File: config.mk
export PLATFORM = sky130hd
export DESIGN_NAME = c8x_ctrl
export DESIGN_NICKNAME = d
export VERILOG_FILES = /design/src/hdl/c8x_pkg.sv /design/src/hdl/c8x_ctrl.sv
export SDC_FILE = /design/constraint.sdc
export NUM_CORES = 1
export LEC_CHECK = 0
export BUFFER_PORTS_ARGS = -buffer_cell sky130_fd_sc_hd__buf_2
export CAP_MARGIN = 20
export CORE_UTILIZATION = 40
export CTS_CLUSTER_DIAMETER = 40
export DETAILED_ROUTE_END_ITERATION = 10
export GPL_TIMING_DRIVEN = 0
export PLACE_DENSITY = 0.77
export SKIP_CTS_REPAIR_TIMING = 1
export SLEW_MARGIN = 20
export SYNTH_ARGS = -nofsm -noshare
export SYNTH_HDL_FRONTEND = slang
export SYNTH_SLANG_ARGS = --single-unit
File: constraint.sdc
create_clock -name clock -period 1.5 [get_ports clock]
set_clock_uncertainty 0.2 [all_clocks]
set_input_delay 0.3 -clock clock [delete_from_list [all_inputs] [get_ports clock]]
set_output_delay 0.3 -clock clock [all_outputs]
set_load 0.02 [all_outputs]
File: src/hdl/c8x_pkg.sv
// CHIP-8 execute core package: sizes, opcode codes, decode classes,
// controller/datapath interface structs and the hex font table.
// Used by every module of the core; depends on nothing else.
`timescale 1ns / 1ps

package c8x_pkg;

   // Storage sizes (MEM_DEPTH is a power of two: addresses wrap by truncation)
   localparam int MEM_DEPTH   = 4096;
   localparam int MEM_AW      = $clog2(MEM_DEPTH);
   localparam int STACK_DEPTH = 16;
   localparam int SP_W        = $clog2(STACK_DEPTH);
   localparam logic [11:0] START_PC = 12'h200;
   localparam int FONT_BYTES  = 80;

   // Top nibble of the instruction word
   localparam logic [3:0] OPC_JP   = 4'h1;
   localparam logic [3:0] OPC_CALL = 4'h2;
   localparam logic [3:0] OPC_SE   = 4'h3;
   localparam logic [3:0] OPC_SNE  = 4'h4;
   localparam logic [3:0] OPC_SEV  = 4'h5;
   localparam logic [3:0] OPC_LD   = 4'h6;
   localparam logic [3:0] OPC_ADD  = 4'h7;
   localparam logic [3:0] OPC_ALU  = 4'h8;
   localparam logic [3:0] OPC_SNEV = 4'h9;
   localparam logic [3:0] OPC_LDI  = 4'hA;
   localparam logic [3:0] OPC_JPV0 = 4'hB;
   localparam logic [3:0] OPC_RND  = 4'hC;
   localparam logic [3:0] OPC_MISC = 4'hF;

   // 8xyN function codes
   localparam logic [3:0] ALU_MOV  = 4'h0;
   localparam logic [3:0] ALU_OR   = 4'h1;
   localparam logic [3:0] ALU_AND  = 4'h2;
   localparam logic [3:0] ALU_XOR  = 4'h3;
   localparam logic [3:0] ALU_ADDC = 4'h4;
   localparam logic [3:0] ALU_SUB  = 4'h5;
   localparam logic [3:0] ALU_SHR  = 4'h6;
   localparam logic [3:0] ALU_SUBN = 4'h7;
   localparam logic [3:0] ALU_SHL  = 4'hE;

   // Fxkk function codes
   localparam logic [7:0] FN_GETDT = 8'h07;
   localparam logic [7:0] FN_SETDT = 8'h15;
   localparam logic [7:0] FN_SETST = 8'h18;
   localparam logic [7:0] FN_ADDI  = 8'h1E;
   localparam logic [7:0] FN_FONT  = 8'h29;
   localparam logic [7:0] FN_BCD   = 8'h33;
   localparam logic [7:0] FN_STORE = 8'h55;
   localparam logic [7:0] FN_LOAD  = 8'h65;

   typedef enum logic [4:0] {
      CLS_UNSUP, CLS_JP, CLS_CALL, CLS_SE, CLS_SNE, CLS_SEV, CLS_SNEV,
      CLS_LD, CLS_ADD, CLS_ALU, CLS_ALUF, CLS_LDI, CLS_JPV0, CLS_RND,
      CLS_GETDT, CLS_SETDT, CLS_SETST, CLS_ADDI, CLS_FONT, CLS_BCD,
      CLS_STORE, CLS_LOAD
   } cls_type;

   typedef enum logic [1:0] {
      VRD_X, VRD_Y, VRD_T
   } vrd_sel_type;

   typedef enum logic [3:0] {
      ST_CLEAR, ST_IDLE, ST_DECODE, ST_RDY, ST_EXEC, ST_WRX,
      ST_BCD1, ST_BCD2, ST_BRD, ST_BWR, ST_DONE
   } state_type;

   typedef struct packed {
      logic        capture;
      logic        clear_wr;
      logic        mem_load;
      vrd_sel_type vrd_sel;
      logic        latch_vx;
      logic        exec;
      logic        wr_vx;
      logic        bcd1;
      logic        bcd2;
      logic        blk_wr;
      logic        out_load;
   } cmd_type;

   typedef struct packed {
      cls_type cls;
      logic    is_load;
      logic    clear_last;
      logic    blk_last;
   } status_type;

   localparam logic [7:0] FONT_ROM [FONT_BYTES] = '{
      8'hF0, 8'h90, 8'h90, 8'h90, 8'hF0, 8'h20, 8'h60, 8'h20, 8'h20, 8'h70,
      8'hF0, 8'h10, 8'hF0, 8'h80, 8'hF0, 8'hF0, 8'h10, 8'hF0, 8'h10, 8'hF0,
      8'h90, 8'h90, 8'hF0, 8'h10, 8'h10, 8'hF0, 8'h80, 8'hF0, 8'h10, 8'hF0,
      8'hF0, 8'h80, 8'hF0, 8'h90, 8'hF0, 8'hF0, 8'h10, 8'h20, 8'h40, 8'h40,
      8'hF0, 8'h90, 8'hF0, 8'h90, 8'hF0, 8'hF0, 8'h90, 8'hF0, 8'h10, 8'hF0,
      8'hF0, 8'h90, 8'hF0, 8'h90, 8'h90, 8'hE0, 8'h90, 8'hE0, 8'h90, 8'hE0,
      8'hF0, 8'h80, 8'h80, 8'h80, 8'hF0, 8'hE0, 8'h90, 8'h90, 8'h90, 8'hE0,
      8'hF0, 8'h80, 8'hF0, 8'h80, 8'hF0, 8'hF0, 8'h80, 8'hF0, 8'h80, 8'h80
   };

   // Instruction word to execution class
   function automatic cls_type decode(input logic [15:0] instr);
      cls_type c;
      c = CLS_UNSUP;
      case (instr[15:12])
         OPC_JP:   c = CLS_JP;
         OPC_CALL: c = CLS_CALL;
         OPC_SE:   c = CLS_SE;
         OPC_SNE:  c = CLS_SNE;
         OPC_SEV:  c = (instr[3:0] == 4'h0) ? CLS_SEV : CLS_UNSUP;
         OPC_LD:   c = CLS_LD;
         OPC_ADD:  c = CLS_ADD;
         OPC_ALU: begin
            case (instr[3:0])
               ALU_MOV, ALU_OR, ALU_AND, ALU_XOR: c = CLS_ALU;
               ALU_ADDC, ALU_SUB, ALU_SHR, ALU_SUBN, ALU_SHL: c = CLS_ALUF;
               default: c = CLS_UNSUP;
            endcase
         end
         OPC_SNEV: c = (instr[3:0] == 4'h0) ? CLS_SNEV : CLS_UNSUP;
         OPC_LDI:  c = CLS_LDI;
         OPC_JPV0: c = CLS_JPV0;
         OPC_RND:  c = CLS_RND;
         OPC_MISC: begin
            case (instr[7:0])
               FN_GETDT: c = CLS_GETDT;
               FN_SETDT: c = CLS_SETDT;
               FN_SETST: c = CLS_SETST;
               FN_ADDI:  c = CLS_ADDI;
               FN_FONT:  c = CLS_FONT;
               FN_BCD:   c = CLS_BCD;
               FN_STORE: c = CLS_STORE;
               FN_LOAD:  c = CLS_LOAD;
               default:  c = CLS_UNSUP;
            endcase
         end
         default: c = CLS_UNSUP;
      endcase
      return c;
   endfunction

endpackage

File: src/hdl/c8x_ctrl.sv
// CHIP-8 execute core controller: sequences clear pass, decode, execute,
// multi-cycle stores/loads and the result register. Uses c8x_pkg.
`timescale 1ns / 1ps

module c8x_ctrl (
   input  logic                clock,
   input  logic                reset,
   input  logic                req_tvalid,
   output logic                req_tready,
   output logic                rsp_tvalid,
   input  logic                rsp_tready,
   input  c8x_pkg::status_type status,
   output c8x_pkg::cmd_type    cmd
);

   c8x_pkg::state_type state_ff, state_in;
   logic rsp_valid_ff, rsp_valid_in;

   // State and result-valid registers
   always_ff @(posedge clock) begin
      if (reset) begin
         state_ff     <= c8x_pkg::ST_CLEAR;
         rsp_valid_ff <= 1'b0;
      end else begin
         state_ff     <= state_in;
         rsp_valid_ff <= rsp_valid_in;
      end
   end

   // Next state and commands
   always_comb begin
      state_in   = state_ff;
      cmd        = '0;
      cmd.vrd_sel = c8x_pkg::VRD_X;
      req_tready = 1'b0;
      case (state_ff)
         c8x_pkg::ST_CLEAR: begin
            cmd.clear_wr = 1'b1;
            if (status.clear_last) state_in = c8x_pkg::ST_IDLE;
         end
         c8x_pkg::ST_IDLE: begin
            req_tready = 1'b1;
            if (req_tvalid) begin
               cmd.capture = 1'b1;
               state_in    = c8x_pkg::ST_DECODE;
            end
         end
         c8x_pkg::ST_DECODE: begin
            // Vx (or V0) read issued here
            if (status.is_load) begin
               cmd.mem_load = 1'b1;
               state_in     = c8x_pkg::ST_DONE;
            end else if (status.cls == c8x_pkg::CLS_UNSUP) begin
               state_in = c8x_pkg::ST_DONE;
            end else begin
               state_in = c8x_pkg::ST_RDY;
            end
         end
         c8x_pkg::ST_RDY: begin
            cmd.latch_vx = 1'b1;
            cmd.vrd_sel  = c8x_pkg::VRD_Y;
            state_in     = c8x_pkg::ST_EXEC;
         end
         c8x_pkg::ST_EXEC: begin
            cmd.exec = 1'b1;
            case (status.cls)
               c8x_pkg::CLS_ALUF:  state_in = c8x_pkg::ST_WRX;
               c8x_pkg::CLS_BCD:   state_in = c8x_pkg::ST_BCD1;
               c8x_pkg::CLS_STORE: state_in = c8x_pkg::ST_BRD;
               c8x_pkg::CLS_LOAD:  state_in = c8x_pkg::ST_BRD;
               default:            state_in = c8x_pkg::ST_DONE;
            endcase
         end
         c8x_pkg::ST_WRX: begin
            cmd.wr_vx = 1'b1;
            state_in  = c8x_pkg::ST_DONE;
         end
         c8x_pkg::ST_BCD1: begin
            cmd.bcd1 = 1'b1;
            state_in = c8x_pkg::ST_BCD2;
         end
         c8x_pkg::ST_BCD2: begin
            cmd.bcd2 = 1'b1;
            state_in = c8x_pkg::ST_DONE;
         end
         c8x_pkg::ST_BRD: begin
            cmd.vrd_sel = c8x_pkg::VRD_T;
            state_in    = c8x_pkg::ST_BWR;
         end
         c8x_pkg::ST_BWR: begin
            cmd.blk_wr = 1'b1;
            state_in   = status.blk_last ? c8x_pkg::ST_DONE : c8x_pkg::ST_BRD;
         end
         c8x_pkg::ST_DONE: begin
            // hold until the previous result has been taken
            if (!rsp_valid_ff || rsp_tready) begin
               cmd.out_load = 1'b1;
               state_in     = c8x_pkg::ST_IDLE;
            end
         end
         default: state_in = c8x_pkg::ST_IDLE;
      endcase
   end

   // Result valid: set on load, cleared on transfer
   always_comb begin
      rsp_valid_in = rsp_valid_ff;
      if (cmd.out_load)    rsp_valid_in = 1'b1;
      else if (rsp_tready) rsp_valid_in = 1'b0;
   end

   assign rsp_tvalid = rsp_valid_ff;

endmodule

==> results.md, run 1 <==
* Crit. End Element: primary output
* TritonCTS Buffers at 3
* Yosys cell types at 36
* GRT Overall Usage at 23.1%
* Pwr dens at ~530 nW/um2
* Post-Syn Area per Cell at 7.44 um2
* Failing checks: setup timing
* CP max FO at 8
* Commonest cells post-synth: nand2_1, nor2_1, a21oi_1, dfxtp_1
* Fraction of registers with async set/reset at 0%
* EDFF count, synth at 0
* Port buffer count at 25
* Die width at a little under 40 um
* Die Y at 39.6 um
* Final Hold Violating Endpoints at 0
* CP peak stage delay at ~0.38 ns
* Root Buffer: clkbuf_4
* Initial Util at between 40% and 50%
* Fill cells at 77
* Layout cells sized above 1 at between 60% and 70%
* Clock Latency Late Sink at between 0.2 and 0.3 ns
* Mapped Nets at slightly below 90
* Status: finished with violations
* RSZ-0062 raised after global routing: yes
* WP data arrival at approximately 1.3 ns
* Pleak at about 0.00047 uW
* Hold Crit Class: input pin to flip-flop
* Met3 routed WL at about 160 um
* Slew HR at roughly four fifths
* Clock buffer depth at 2
* Final Setup Violations at 14
* Tightest Pin Transition at 0.327 ns
* Yosys top cell area share at between 10% and 20%
* Final WL at about 2200 um
* Mapped Cells at 76
* Placement Setup Slack at -0.192 ns
* Fin nets at approximately 130
* H-Tree Level Count at 1
* Top_reg_cell synth: dfxtp_1
* Final period util at 120%
* TritonCTS clock tree: yes
* Tot Pwr at 557 uW
* Top post-synthesis cells by area: dfxtp_1, nand2_1, nor2_1, buf_4, a21oi_1
* DRC violations left at 0
* Min Tclk post-route at around 1.8 ns
* Antenna violations before repair at 0
* TritonCTS Sinks at 5
* M1 WL at ~880 um
* Final ANT Viol Nets at 0
* Yosys Warn Count at 0
* # IOs at 26
* CP required at 1.00 ns
* Largest net degree at the start of global routing at 11
* Startpoint types: flip-flop
* DR iter-0 viols at 43
* Met2 routed WL at approximately 1000 um
* First-pass GRT wire length at 2410 um
* Ant diodes at 0
* P&R area growth vs syn at 86.7%
* Gr ovfl total at 0
* Yosys reg bits at 5
* Post-DP HPWL at around 1200 um
* Clock-pin slew on the worst setup and hold paths at approximately 0.050 ns
* Synth Cell Area at 566 um2
* Number of global-route vias before repair at slightly below 600
* TritonRoute pass-1 iters at 4
* Via/cell ratio at between 5 and 6
* DIE AREA at 1570 um2
* Worst-path cell chain: buf_8 > buf_4 > nor3_2 > buf_4
* Fin worst setup slack at -0.305 ns
* Synth area leader: dfxtp_1
* Final Max Tran Viols at 0
* Max Fclk at between 0.5 and 0.6 GHz
* Uppermost routed layer: met4
* Max Cap Violations at 0
* RePlAce Congestion at just over 0.8
* CP max stage cell: dfxtp_4
* Total vias in the final route at 777
* Core Rows at 13
* Crit path top cell by count: buf_4
* Avg WL per Cell at roughly 16 um
* Peak VDD IR at between 0.0002 and 0.0003 V
* CP Class: flip-flop to primary output
* Core area at about 1300 um2
* Seq/Total Area, Yosys at between 10% and 20%
[cell families after synthesis]
logic type	synth area share, %
simple gates	46.7
compound gates	23.9
buf+inv	9.96
flops	17.7
mux	1.77
[metal layers]
metal | vias to the layer above | global-route usage [%]
li1 | 362 | -
met1 | 358 | 27.5
met2 | 47 | 40.2
met3 | 10 | 3.41
met4 | 0 | 10.3
met5 | - | 0
[worst max-delay path: cells and delay by family, from the launching register on]
| kind | cells | cell delay, ns |
|---|---|---|
| buffers and inverters | 3 | 0.48 |
| flip-flops | 1 | 0.38 |
| AND/OR/NAND/NOR | 1 | 0.20 |
[layout by cell type, fill, tap and decap left out, drive strengths merged, types with 2 or more instances in the layout]
cell type and n:
nand2b 5, clkbuf 6, nor2 10, inv 4, nor3 5, a21oi 5, nand3 3, nor2b 4
buf 43, dfxtp 5, o21ai 2, nor4 2, nand2 9
[power breakdown]
| part | switching (uW) | internal [uW] |
|---|---|---|
| clock | 71.1 | 102 |
| combinational | 116 | 123 |
| sequential | 9.55 | 135 |
[path summary, 6_finish.rpt]
| path | from | to | slack (ns) | depth (start not counted) |
|---|---|---|---|---|
| worst max register to register | state_ff[1] | state_ff[1] | -0.01 | 6 |
| worst min-delay path | reset | state_ff[0] | 0.12 | 2 |
| worst min register to register | rsp_tvalid | rsp_tvalid | 0.35 | 2 |
| worst max-delay path | state_ff[2] | cmd[7] | -0.30 | 4 |
[flip-flops by register name (all words and copies together) (netlist names)]
register / flops
rsp_tvalid: 1
state_ff: 4
[area by class of cell]
class | count | area (um2) | share of cell area, %
multi-input combinational | 62 | 500 | 47.4
timing repair buffer | 41 | 318 | 30.1
sequential | 5 | 115 | 10.9
buffer | 4 | 60.1 | 5.69
clock buffer | 4 | 26.3 | 2.49
tap | 15 | 18.8 | 1.78
inverter | 4 | 17.5 | 1.66
[stage by stage]
stage               cell area, um2  setup TNS [ns]  hold slack (ns)  instances  utilization [%]
floorplan                      609          -0.216            0.160         76                -
global placement               753          -0.725            0.299        116             57.9
detailed placement             753          -0.844            0.311        116             57.9
CTS                            779           -4.12            0.107        120             59.9
global route                  1060           -3.17            0.116        135             81.2
finish                        1060           -2.55            0.118        135             81.2
Note: power is estimated with default switching activity, not from simulation.
==> inputs of run 2 (changes only) <==
--- a/config.mk
+++ b/config.mk
@@ -5,15 +5,17 @@
 export SDC_FILE = /design/constraint.sdc
 export NUM_CORES = 1
 export LEC_CHECK = 0
+export ABC_AREA = 1
 export BUFFER_PORTS_ARGS = -buffer_cell sky130_fd_sc_hd__buf_2
 export CAP_MARGIN = 20
-export CORE_UTILIZATION = 40
+export CORE_UTILIZATION = 38
 export CTS_CLUSTER_DIAMETER = 40
 export DETAILED_ROUTE_END_ITERATION = 10
 export GPL_TIMING_DRIVEN = 0
-export PLACE_DENSITY = 0.77
+export PLACE_DENSITY = 0.76
 export SKIP_CTS_REPAIR_TIMING = 1
 export SLEW_MARGIN = 20
 export SYNTH_ARGS = -nofsm -noshare
 export SYNTH_HDL_FRONTEND = slang
 export SYNTH_SLANG_ARGS = --single-unit
+export TNS_END_PERCENT = 30
==> run 2 against run 1 <==
The flow still finishes with violations (setup timing); utilization fell by 9.7 points; wire length shrank 28%; largest cell class unchanged; die area down 6.1%; global-route usage decreased by 3.6 points; critical path type unchanged; sequential share of layout area rose by 2.9 points; clock power fell by 8%; worst setup slack improved by 0.13 ns; highest routed layer is now met3; first-iteration DRC count decreased by 79%; register-to-register slack better by 0.12 ns.
==> results.md, run 2 <==
* Startpoint types: flip-flop
* Root Buffer: clkbuf_4
* Final ANT Viol Nets at 0 (unchanged)
* Setup TNS at -1.36 ns (+1.19 ns)
* Worst-path cell chain: inv_4 > nand2_4 > nor3_2 > buf_6
* Hold_ws at 0.0572 ns (-0.0608 ns)
* CP max FO at 5 (-3)
* Top post-synthesis cells by area: dfxtp_1, nor2_1, inv_1, nand2_1, nand3_1
* Mapped Nets at 100 (+14%)
* Pleak at 0.000414 uW (-11%)
* RSZ-0062 raised after global routing: yes
* Post-Syn Area per Cell at 5.72 um2 (-23%)
* Yosys Warn Count at 0 (unchanged)
* # IOs at 26 (unchanged)
* RePlAce Congestion at 0.797 (-2.4%)
* TritonCTS clock tree: yes
* Final Setup Violations at 13 (-1)
* Seq/Total Area, Yosys at 19.9% (+2.2 points)
* Slew HR at 85.0% (+6.9 points)
* WP data arrival at 1.18 ns (-0.12 ns)
* Commonest cells post-synth: nor2_1, inv_1, nand2_1
* Layout cells sized above 1 at 52.9% (-11 points)
* Final Max Tran Viols at 0 (unchanged)
* Final Util at 71.5% (-9.7 points)
* Mapped Cells at 88 (+16%)
* Final period util at 112% (-8.6 points)
* DR iter-0 viols at 9 (-79%)
* DIE AREA at 1470 um2 (-6.1%)
* Core Rows at 12 (-1)
* FF-to-FF path depth at 6 (unchanged)
* Synth Cell Area at 503 um2 (-11%)
* Tot Pwr at 1140 uW (+100%)
* Die Y at 38.4 um (-3.1%)
* CP required at 1.00 ns (about the same)
* Yosys reg bits at 5 (unchanged)
* Fill cells at 109 (+42%)
* FF-to-FF setup slack at 0.11 ns (+0.12 ns)
* Crit. End Element: primary output
* Fin nets at 132 (-0.75%)
* Most frequent cells in the layout: nor2_1, buf_2, inv_1
* Fin area at 837 um2 (-21%)
* Max FFs per register at 4 (unchanged)
* Fraction of registers with async set/reset at 0% (unchanged)
* Post-DP HPWL at 1020 um (-12%)
* Peak VDD IR at 0.000991 V (+260%)
* Top_reg_cell synth: dfxtp_1
* TritonRoute pass-1 iters at 4 (unchanged)
* Sequential cell area at 115 um2 (unchanged)
* TritonCTS Buffers at 3 (unchanged)
* Avg WL per Cell at 11.7 um (-27%)
* Pwr dens at 1360 nW/um2 (+160%)
* Reg2reg end: state_ff[0]
* Total vias in the final route at 659 (-15%)
* P&R area growth vs syn at 66.4%
* Final Hold Violating Endpoints at 0 (unchanged)
* Hold Path Sink: state_ff[2]
* Clock Latency Late Sink at 0.25 ns (about the same)
* CP Class: flip-flop to primary output
* HP Start: reset
* Min Tclk post-route at 1.68 ns (-0.129 ns)
* TritonCTS Sinks at 5 (unchanged)
* Fin worst setup slack at -0.176 ns (+0.129 ns)
* CP max stage cell: dfxtp_4
* Max Fclk at 0.597 GHz (+7.7%)
* Max Cap Violations at 0 (unchanged)
* Number of global-route vias before repair at 483 (-19%)
* Hold path depth at 2 (unchanged)
* Most flops, register: state_ff
* Ant diodes at 0 (unchanged)
* Via/cell ratio at 4.95 (-14%)
* Count leader, synth: nor2_1
* Clock-pin slew on the worst setup and hold paths at 0.04 ns (about the same)
* Antenna violations before repair at 0 (unchanged)
* Yosys cell types at 20 (-44%)
* Failing checks: setup timing
* Commonest non-fill, non-tap cell in the layout: nor2_1
* Status: finished with violations
* Final WL at 1560 um (-28%)
* Core area at 1170 um2 (-10%)
* H-Tree Level Count at 1 (unchanged)
* Hold Crit Class: input pin to flip-flop
* GRT Overall Usage at 19.6% (-3.6 points)
* Placement Cell Area at 646 um2 (-14%)
* Largest net degree at the start of global routing at 7 (-4)
* CP peak stage delay at 0.37 ns (about the same)
* Initial Util at 42.9% (-0.51 points)
* Clock buffer depth at 2 (unchanged)
* EDFF count, synth at 0 (unchanged)
* Yosys top cell area share at 19.9% (+2.2 points)
* FF-to-FF Start: state_ff[3]
* Multi-input gate area at 403 um2 (-20%)
* Tightest Pin Transition at 0.224 ns (-0.103 ns)
* Die width at 38.4 um (-3.1%)
* DRC violations left at 0 (unchanged)
* Gr ovfl total at 0 (unchanged)
* Port buffer count at 25 (unchanged)
* First-pass GRT wire length at 1960 um (-19%)
* Synth area leader: dfxtp_1
-- run 2: cell count changes in the layout (fill, tap and decap cells not counted), moves of 4 or more --
cell      before  now
buf_4         24   10
nor2_1         5   15
inv_1          3   11
nor2_4         1    7
buf_8          4    0
nand2_1        5    9
nand2b_1       4    0
nand3_1        2    6
-- run 2: kinds of logic (layout without fill, tap and decap cells) --
logic type             Yosys count  after routing  share of synthesized area [%]
DFF                              5              5                           19.9
and+or+nand+nor                 56             56                           56.0
buffers and inverters           18             49                           14.2
AOI/OAI and AO/OA                9              9                           9.95
-- run 2: worst max-delay path by stage --
| stage | from | to |
|---|---|---|
| floorplan | state_ff[1] | cmd[9] |
| global placement | state_ff[3] | cmd[0] |
| detailed placement | state_ff[3] | cmd[0] |
| CTS | state_ff[3] | cmd[0] |
| global route | state_ff[2] | cmd[0] |
| finish | state_ff[2] | cmd[0] |
-- run 2: stage by stage --
stage | std cells | setup slack, ns
2_1_floorplan | 88 | 0.0696
3_3_place_gp | 127 | -0.00206
3_5_place_dp | 127 | -0.0208
4_1_cts | 131 | -0.288
5_1_grt | 133 | -0.199
6_report | 133 | -0.176
-- run 2: critical path: cells and delay by family, from the launching register on --
family / cells / cell delay [ns]
and+or+nand+nor: 2 / 0.32
buffers and inverters: 2 / 0.23
DFF: 1 / 0.37
-- run 2: layer usage --
metal  global-route usage (%)  wire (um)
met5                        0          0
met3                     5.23         67
met2                     29.2        855
met4                     7.76          0
met1                     26.5        633
-- run 2: layout make-up --
cell class	instances	area share, %
Inverter	17	9.42
Tap cell	14	2.09
Multi-Input combinational cell	65	48.1
Sequential cell	5	13.8
Clock buffer	4	3.14
Timing Repair Buffer	28	23.5
-- run 2: report_power, final --
part	internal (uW)	switching (uW)	total [uW]
Combinational	302	430	732
Clock	101	58.1	159
Sequential	174	74.0	248
==> inputs of run 3 (changes only) <==
--- a/config.mk
+++ b/config.mk
@@ -9,10 +9,9 @@
 export BUFFER_PORTS_ARGS = -buffer_cell sky130_fd_sc_hd__buf_2
 export CAP_MARGIN = 20
 export CORE_UTILIZATION = 38
-export CTS_CLUSTER_DIAMETER = 40
 export DETAILED_ROUTE_END_ITERATION = 10
 export GPL_TIMING_DRIVEN = 0
-export PLACE_DENSITY = 0.76
+export PLACE_DENSITY = 0.72
 export SKIP_CTS_REPAIR_TIMING = 1
 export SLEW_MARGIN = 20
 export SYNTH_ARGS = -nofsm -noshare
==> run 3 against run 2 <==
The flow still finishes with violations (setup timing); global-route usage down 0.27 points; clock power down 6%; sequential power down 6%; critical path type unchanged; largest cell class unchanged.
==> results.md, run 3 (synthesized netlist as in run 2, its figures left out) <==
* TritonRoute pass-1 iters at 4 (unchanged)
* Max Cap Violations at 0 (unchanged)
* DRC violations left at 0 (unchanged)
* Startpoint types: flip-flop
* Final Max Tran Viols at 0 (unchanged)
* Most frequent cells in the layout: nor2_1, buf_4, buf_2
* First-pass GRT wire length at 1990 um (+1.8%)
* Final Hold Violating Endpoints at 0 (unchanged)
* Placement Cell Area at 646 um2 (unchanged)
* Final WL at 1430 um (-7.8%)
* Die width at 38.4 um (unchanged)
* FF-to-FF path depth at 9 (+3)
* Pwr dens at 1320 nW/um2 (-2.8%)
* Ant diodes at 0 (unchanged)
* Worst-path cell chain: inv_2 > buf_4 > nand2_4 > nor2_4 > buf_4
* Hold path depth at 2 (unchanged)
* Top delay family on crit path: flip-flops
* Final Util at 66.9% (-4.6 points)
* Number of global-route vias before repair at 497 (+2.9%)
* TritonCTS Sinks at 5 (unchanged)
* Failing checks: setup timing
* Core Rows at 12 (unchanged)
* Fin nets at 132 (unchanged)
* Hold_ws at 0.0713 ns (+0.0141 ns)
* Post-DP HPWL at 1040 um (+1.6%)
* Fin area at 783 um2 (-6.4%)
* Peak VDD IR at 0.000655 V (-34%)
* Total vias in the final route at 642 (-2.6%)
* Largest net degree at the start of global routing at 7 (unchanged)
* Layout cells sized above 1 at 50.4% (-2.5 points)
* Die Y at 38.4 um (unchanged)
* DP Cell Count at 127 (unchanged)
* Finished Layout Cells at 133 (unchanged)
* Final ANT Viol Nets at 0 (unchanged)
* DR iter-0 viols at 10 (+1)
* RePlAce Congestion at 0.752 (-5.6%)
* GRT Overall Usage at 19.3% (-0.27 points)
* Min Tclk post-route at 1.64 ns (-0.0322 ns)
* Root Buffer: clkbuf_4
* CP peak stage delay at 0.40 ns (+0.03 ns)
* Hold Crit Class: input pin to flip-flop
* Pleak at 0.000407 uW (-1.7%)
* Slew HR at 81.7% (-3.4 points)
* Crit path top cell by count: buf_4
* Crit. End Element: primary output
* Clock-pin slew on the worst setup and hold paths at 0.04 ns (about the same)
* Avg WL per Cell at 10.8 um (-7.8%)
* Fill cells at 122 (+12%)
* Max Fclk at 0.609 GHz (+2.0%)
* Initial Util at 42.9% (unchanged)
* WP depth at 5 (+1)
* Core area at 1170 um2 (unchanged)
* TritonCTS Buffers at 3 (unchanged)
* CP max FO at 6 (+1)
* Fin worst setup slack at -0.143 ns (+0.0322 ns)
* Tightest Pin Transition at 0.274 ns (+0.0501 ns)
* Via/cell ratio at 4.83 (-2.6%)
* H-Tree Level Count at 1 (unchanged)
* CP required at 1.00 ns (about the same)
* Clock buffer depth at 2 (unchanged)
* Clock Latency Late Sink at 0.24 ns (about the same)
* Most flops, register: state_ff
* RSZ-0062 raised after global routing: yes
* Final Setup Violations at 12 (-1)
* # IOs at 26 (unchanged)
* Max FFs per register at 4 (unchanged)
* TritonCTS clock tree: yes
* WP data arrival at 1.14 ns (-0.04 ns)
* P&R area growth vs syn at 55.7%
* Placement Setup Slack at -0.00560 ns (+0.0152 ns)
* Commonest non-fill, non-tap cell in the layout: nor2_1
* DIE AREA at 1470 um2 (unchanged)
* Port buffer count at 25 (unchanged)
* CP bufs+invs at 3 (+1)
* Antenna violations before repair at 0 (unchanged)
* Status: finished with violations
* CP Class: flip-flop to primary output
* CP max stage cell: dfxtp_2
* Final period util at 110% (-2.1 points)
* Gr ovfl total at 0 (unchanged)
-- run 3: final timing paths --
path | from | endpoint | slack, ns
min reg2reg | rsp_tvalid | rsp_tvalid | 0.41
max | state_ff[0] | cmd[5] | -0.14
max reg2reg | state_ff[0] | state_ff[0] | 0.02
min | reset | state_ff[1] | 0.07
-- run 3: per-layer routing --
layer	global-route usage [%]	routed length [um]
met1	25.7	614
met3	3.49	60
met2	31.8	747
met5	0	0
met4	5.17	12
-- run 3: per-stage QoR --
stage / power, uW / TNS [ns]
4_1_cts: 895 / -2.23
3_5_place_dp: 737 / -0.00560
3_3_place_gp: 728 / 0
6_report: 1040 / -1.04
2_1_floorplan: 607 / 0
5_1_grt: 1110 / -1.81
-- run 3: area by class of cell --
class,instances,area [um2],share of cell area [%]
multi-input combinational,65,368,47.0
tap,14,17.5,2.24
clock buffer,4,26.3,3.35
sequential,5,113,14.4
timing repair buffer,28,188,24.0
inverter,17,71.3,9.11
-- run 3: where the power goes --
| group | internal [uW] | switching, uW |
|---|---|---|
| clock network | 100 | 48.6 |
| registers | 170 | 61.9 |
| logic | 273 | 383 |
